## config.mk

```make
export PLATFORM = sky130hd
export DESIGN_NAME = swss_ram
export DESIGN_NICKNAME = d
export VERILOG_FILES = /design/src/hw/rtl/swss_ram.sv
export SDC_FILE = /design/constraint.sdc
export NUM_CORES = 2
export LEC_CHECK = 0
export BUFFER_PORTS_ARGS = -buffer_cell sky130_fd_sc_hd__buf_2
export CAP_MARGIN = 40
export CORE_UTILIZATION = 37
export CTS_BUF_LIST = sky130_fd_sc_hd__clkbuf_16
export CTS_CLUSTER_DIAMETER = 150
export CTS_CLUSTER_SIZE = 14
export DETAILED_ROUTE_END_ITERATION = 10
export PLACE_DENSITY_LB_ADDON = 0.08
export SYNTH_ARGS = -nofsm -noshare
export SYNTH_HDL_FRONTEND = slang
export SYNTH_SLANG_ARGS = --single-unit
```

## constraint.sdc

```tcl
create_clock -name clk -period 7.31 [get_ports clk]
set_clock_uncertainty 0.1 [all_clocks]
set_input_delay 1.462 -clock clk [delete_from_list [all_inputs] [get_ports clk]]
set_output_delay 1.462 -clock clk [all_outputs]
set_load 0.01 [all_outputs]
```

## src/hw/rtl/swss_ram.sv

```systemverilog
module swss_ram #(
  parameter int DEPTH = 64,
  parameter int AW    = 6
) (
  input  logic          clk,
  input  logic          we,
  input  logic [AW-1:0] waddr,
  input  logic [31:0]   wdata,
  input  logic [AW-1:0] raddr,
  output logic [31:0]   rdata
);

  logic [31:0] mem [DEPTH];

  always_ff @(posedge clk) begin
    if (we) begin
      mem[waddr] <= wdata;
    end
    rdata <= mem[raddr];
  end

endmodule

```

==> impl_metrics.ini <==
[clock_tree]
clock-sinks = 2080
cts.clk_slew.worst_paths_ns = 0.07
clk_latency_ns = 0.82
cts_buffer_depth = 3
cts_tree = built
cts_setup_buffers = 0
cts_resized = 0
cts_htree_levels = 4
ctsHoldBuffers = 0
cts-buffers-inserted = 166
clockRootBuffer = clkbuf_16

[floorplanning]
start_util = 0.3735
dieHeight_um = 462.7
io_pins = 78
dieArea_um2 = 214100
fp.coreArea_um2 = 210200
dieWidth_um = 462.7
row_count = 168

[min_path]
hold_class = register to register
hp-start = mem[12][4]$_DFFE_PP_

[power_and_ir_drop]
powerDensity_nw_per_um2 = 257.3
power_leakage_nw = 27.49
vdd_ir_drop_max_mv = 0.2162

[place]
post-place-ws_ns = 1.891
dpl_cell_area_um2 = 84020
dp.cells = 6209
gp_congestion = 0.7635
port-buffer-count = 77
post-dp-hpwl_um = 132200

[worst_setup_path]
critPathLaunch = raddr[0]
endpoint_kind = register
crit_required_ns = 7.88
cp_slowest_cell = mux4_2
path_cells = buf_8, buf_12, buf_12, mux4_2, mux4_2, o22ai_1, nor2_1
worstSetupPathType = input port to register
r2r-start = mem[28][25]$_DFFE_PP_
crit_path_max_fanout = 68
arrival_ns = 4.98
critPathMaxStageDelay_ns = 0.58
critPathLaunchType = input port

[timing]
fin_crit_sh = 0.6028
fin_hold_ws_ns = 0.6880
fmax_ghz = 0.2269
setup_ws_ns = 2.903
report.final.slew_viol_count = 0
worstMarginPinSlew_ns = 0.9400
setup_viol = 0
relSlewSlack = 0.3733
period_needed_ns = 4.407
setup_tns_ns = 0
hold_viol = 0
rsz0062_at_grt = no

[synth]
synth_area_per_cell_um2 = 23.62
syn_nets = 3370
synth_top_cell_by_area = edfxtp_1
synth_warnings = 0
synthArstFlopShare = 0
ys.flop_type = edfxtp_1
ys_ff_latch = 2080
synth_area_um2 = 78520
synth_seq_area_share = 0.7914
synth_edf_count = 2048
synth_top_area_frac = 0.7833
yosysUniqueCellTypes = 34
yosys-top-cells-area = edfxtp_1, mux4_2, mux2i_1
synthCells = 3324

[global_routing]
antenna_found_initial = 20
grt-ovfl-total = 0
grt_max_degree = 79
grt_usage = 0.2156
grt_pass1_vias = 38400
grt_pass1_wl_um = 317600

[finish]
layout-drive-gt1-share = 0.2860
fin_cells = 6496
nets = 3618
final_area_um2 = 88770
num-fill-cells = 18109
final_cell_mix = edfxtp_1, mux4_2, clkbuf_16
syn2layout_area_growth_pct = 13.06
final_common_cell = edfxtp_1

[drt]
routedWlPerCell_um = 35.54
wirelength_um = 230900
dr.first_iter.drc_count = 4229
ant_nets = 0
vias_per_cell = 5.655
drc = 0
drt_pass1_iterations = 5
via_count = 36738

[run_status]
status = finished clean

[run]
maxCapViolCount = 0
flip-flops by register name, indices dropped and copies added, names as in the netlist:
name / flops
mem: 2048
rdata: 32
worst max-delay path, delay by kind of cell:
kind,cells,cell delay (ns)
mux,2,1.16
compound gates,1,0.58
buf+inv,3,1.41
simple gates,1,0.11
kinds of logic (layout without fill, tap and decap cells):
kind of cell,Yosys count,after routing,synth area share
AO/OA/AOI/OAI,202,202,0.01673
buffers and inverters,182,540,0.01128
flip-flops,2080,2080,0.7914
multiplexers,637,637,0.1679
other,0,9,0
AND/OR/NAND/NOR,223,223,0.01265
through the flow:
step	power, mW	utilization
floorplan	14.13	-
global placement	14.79	0.3958
detailed placement	14.83	0.3997
CTS	23.08	0.4222
global route	23.49	0.4223
finish	22.84	0.4223
metal layers:
metal / GRT usage / share of wire
met4: 0.05170 / 0.020
met1: 0.2995 / 0.43
met2: 0.3603 / 0.50
met3: 0.02872 / 0.050
met5: 0 / 0.000056
synth_stat cells, drive strengths merged (3+ instances only):
cell    number
a21oi       62
a22oi       12
a311oi       8
a41o         4
and3         4
buf        108
clkbuf      74
dfxtp       32
edfxtp    2048
mux2i       93
mux4       544
nand2       26
nand2b       8
nand3        5
nand3b       5
nor2       137
nor2b       15
nor3         7
o221ai      27
o22ai       84
o32ai        4
or2          3
or3          3
or3b         5
path summary, 6_finish.rpt:
kind	endpoint	slack [ns]	cells after the start
hold reg to reg	rdata[4]$_DFF_P_	0.69	4
setup / recovery	rdata[18]$_DFF_P_	2.90	7
hold / removal	rdata[4]$_DFF_P_	0.69	4
setup reg to reg	rdata[25]$_DFF_P_	4.90	4
area by class of cell:
| class | count | area [um2] | share of cell area |
|---|---|---|---|
| Clock buffer | 172 | 4304 | 0.04849 |
| Timing Repair Buffer | 262 | 2400 | 0.02703 |
| Antenna cell | 9 | 22.52 | 0.0002537 |
| Multi-Input combinational cell | 1062 | 15980 | 0.1800 |
| Sequential cell | 2080 | 62140 | 0.7000 |
| Clock inverter | 106 | 420.4 | 0.004736 |
| Tap cell | 2805 | 3510 | 0.03954 |
power by group:
group          internal, mW  total [mW]  switching (mW)
combinational         0.458        1.27           0.814
clock                  4.21        8.30            4.09
sequential             13.2        13.3          0.0713
Power figures use the tool's default switching activity.
