--- src/hw/rtl/swss_mul.sv ---
module swss_mul (
  input  logic               clk,
  input  logic signed [41:0] a,
  input  logic signed [24:0] b,
  output logic signed [50:0] q
);

  logic signed [66:0] p;

  assign p = a * b;

  always_ff @(posedge clk) begin
    q <= p[66:16];
  end

endmodule

--- config.mk ---
export PLATFORM = sky130hd
export DESIGN_NAME = swss_mul
export DESIGN_NICKNAME = d
export VERILOG_FILES = /design/src/hw/rtl/swss_mul.sv
export SDC_FILE = /design/constraint.sdc
export NUM_CORES = 2
export LEC_CHECK = 0
export ABC_AREA = 0
export BUFFER_PORTS_ARGS = -buffer_cell sky130_fd_sc_hd__buf_2
export CAP_MARGIN = 20
export CORE_ASPECT_RATIO = 2
export CORE_MARGIN = 1
export CORE_UTILIZATION = 45
export CTS_CLUSTER_SIZE = 20
export DETAILED_ROUTE_END_ITERATION = 7
export GPL_TIMING_DRIVEN = 0
export PLACE_DENSITY_LB_ADDON = 0.15
export REMOVE_ABC_BUFFERS = 1
export SLEW_MARGIN = 20
export SYNTH_ARGS = -nofsm -noshare
export SYNTH_HDL_FRONTEND = slang
export SYNTH_SLANG_ARGS = --single-unit
export TNS_END_PERCENT = 10
--- constraint.sdc ---
create_clock -name clk -period 10.15 [get_ports clk]
set_clock_uncertainty 0.15 [all_clocks]
set_input_delay 2.5375 -clock clk [delete_from_list [all_inputs] [get_ports clk]]
set_output_delay 2.5375 -clock clk [all_outputs]
set_load 0.02 [all_outputs]
==> key figures <==
Synthesis
  • Cell taking the most area after synthesis: fa_1
  • Post-synthesis sequential area ratio: 0.0281
  • Unique cell type count in the Yosys netlist: 64
  • Cell count after synthesis: 3936
  • Mapped Area: 36300 um2
  • Synth top area cells: fa_1 (58%), inv_1 (10%), and2_1 (7.1%)
  • Ys async rst share: 0
  • Most common cell in the netlist: fa_1
  • Yosys warns: 0
  • Syn avg cell area: 9.23 um2
  • Synth Flop Type: dfxtp_1
  • Top-area cell type share of the netlist area: 0.577
  • List of most frequent post-synthesis cells: fa_1 (1048), inv_1 (978), nand2_1 (628)
  • EDFF count, synth: 0
  • Synthesis-stage register bit count: 51

Clock tree
  • CTS tree: built
  • CTS Buf Count: 5
  • Clock sink count: 51
  • H-tree depth: 2
  • Clk slew on worst S/H paths: 0.10 ns
  • Clock Tree Buf Depth: 2
  • CTS root buffer: clkbuf_16

Detailed routing
  • WL per Instance: 24.4 um
  • Antenna-violating nets left: 0
  • Initial detailed-routing violation count: 1231
  • Routed wire length: 119000 um
  • Vias per cell: 5.43
  • Via count: 26600
  • # DRC: 0
  • DR pass1 iterations: 5

Critical path
  • Worst Path Buf+Inv: 6
  • Kind of critical path: input pin to flip-flop
  • Worst Path Required: 10.26 ns
  • Critical path, cell by cell: buf_2, nand2_1, fa_1, inv_1, fa_1, fa_1, inv_1, fa_1, inv_1, fa_1, fa_1, inv_1, fa_1, inv_1, ha_1, a21o_1, o21bai_1, or2_2, o2111ai_1, nand2b_1, o311a_1, o21a_1, or3_4, o311ai_1
  • Worst Path Arrival: 10.15 ns
  • Crit. End Element: flip-flop
  • Cell family with most CP delay: adder cells
  • Crit-path max FO: 25
  • Worst stage delay on the critical path: 0.63 ns
  • CP dominant cell by count: fa_1
  • CP max stage cell: fa_1
  • Crit start category: input pin

Finish
  • FF/Latch Area: 1020 um2
  • P&R area growth vs syn: 4.00%
  • Multi-input gate area: 30800 um2
  • Finished Layout Cells: 4894
  • Fill cell count: 7997
  • Share of layout cells above drive strength 1: 0.0390
  • Biggest register: q
  • Antenna cells: 0
  • Largest register FFs: 51
  • Biggest regs: q (51)
  • Nets@finish: 5138

Placed design
  • PortBufs: 118
  • Placed insts: 4881
  • Detail Placement HPWL: 92300 um
  • Routability Congestion: 0.893

STA
  • Finish-stage setup viols: 0
  • Slew @ Worst Pin: 0.930 ns
  • Peak Freq: 0.0996 GHz
  • Hold_ws: 3.15 ns
  • RSZ-0062 raised after global routing: true
  • Tmin final: 10.04 ns
  • Max-slew violation count: 0
  • Slew HR: 0.379
  • Final Hold Viols: 0
  • Period utilisation layout: 0.989

Global route
  • GRT Util Overall: 0.310
  • Via count of the first global-routing pass: 31100
  • Global-route wire length before repair: 183000 um
  • Largest net degree at the start of global routing: 43
  • Initial antenna violation count: 1
  • GR Overflow Total: 0

Die
  • IO Count: 119
  • Die height: 404 um
  • Core Rows: 147
  • Die area: 82000 um2
  • Core Box Area: 80200 um2
  • Die Wd: 203 um
  • Starting Density: 0.453

Job
  • # Max-Cap Violations: 0

Run status
  • Status: finished, final reports clean

Worst hold path
  • Hold Path Class: flip-flop to output port
-- through the flow --
step           TNS, ns   util  worst slack [ns]  cell area, um2
2_1_floorplan        0      -              1.16           35500
3_3_place_gp     -8.71  0.467            -0.830           37400
3_5_place_dp     -7.97  0.467            -0.873           37400
4_1_cts              0  0.470           0.00807           37700
5_1_grt        -0.0295  0.471           -0.0295           37800
6_report             0  0.471             0.108           37800
-- cell families (layout without fill, tap and decap cells) --
kind of cell,after synthesis,after routing,synth area share
AND/OR/NAND/NOR,1194,1194,0.158
adder cells (fa/ha/maj),1220,1220,0.637
multiplexers,1,1,0.000310
XOR/XNOR,62,62,0.0149
AO/OA/AOI/OAI,213,213,0.0386
flip-flops,51,51,0.0281
buffers and inverters,1195,1110,0.124
-- cell type report --
type                    instances  area share
inverters                     979      0.0976
clock buffers                   5     0.00331
clock inverters                 3    0.000629
multi-input cells            2690       0.816
repair buffers                123      0.0210
flip-flops and latches         51      0.0270
well taps                    1043      0.0345
-- per-layer routing --
layer | routed length, um | track usage | vias up
met5 | 0 | 0 | -
met4 | 12900 | 0.272 | 0
li1 | - | - | 11000
met2 | 68400 | 0.603 | 872
met1 | 34000 | 0.276 | 14200
met3 | 4140 | 0.0312 | 490
-- final timing paths --
check                            to          start  cells past startpoint  slack (ns)
worst min-delay path          q[15]  q[15]$_DFF_P_                      1        3.15
worst max-delay path  q[49]$_DFF_P_          a[31]                     24        0.11
-- repair_timing --
| action | in CTS | in global routing |
|---|---|---|
| hold buffers | 0 | 0 |
| pin swaps | 0 | 0 |
| setup endpoints to repair | 10 | 12 |
| setup buffers | 4 | 1 |
| gates resized for setup | 15 | 46 |
-- cells in the final DEF (no fill, tap or decap), types with 3 or more instances in the layout --
cell type   Yosys  layout
clkinvlp_4      0       4
nand4_1        23      23
nand2b_1       10      10
clkbuf_4        0      24
and2_1        415     415
a211oi_1        6       6
buf_6           0      12
xnor2_1        40      40
buf_4           1      17
nand2_1       628     628
o211ai_1        5       5
buf_2           0      70
o21a_1          8       8
or3_1           3       3
inv_1         978     975
o21bai_1       15      15
a21oi_1        70      70
a31oi_1         6       6
a21o_1         34      34
xor2_1         22      22
fa_1         1048    1048
nor2_1         61      61
o2111ai_1       3       3
a211o_1         5       5
and3_1          9       9
nand3_1        15      15
nor2b_1         3       3
dfxtp_1        51      51
ha_1          172     172
clkbuf_16       0       5
o21ai_1         1       3
nor3_1         10      10
o21ai_0        32      30
Power is not shown: default switching activity piles up to over one toggle a cycle in this logic, so the estimate is an artifact.
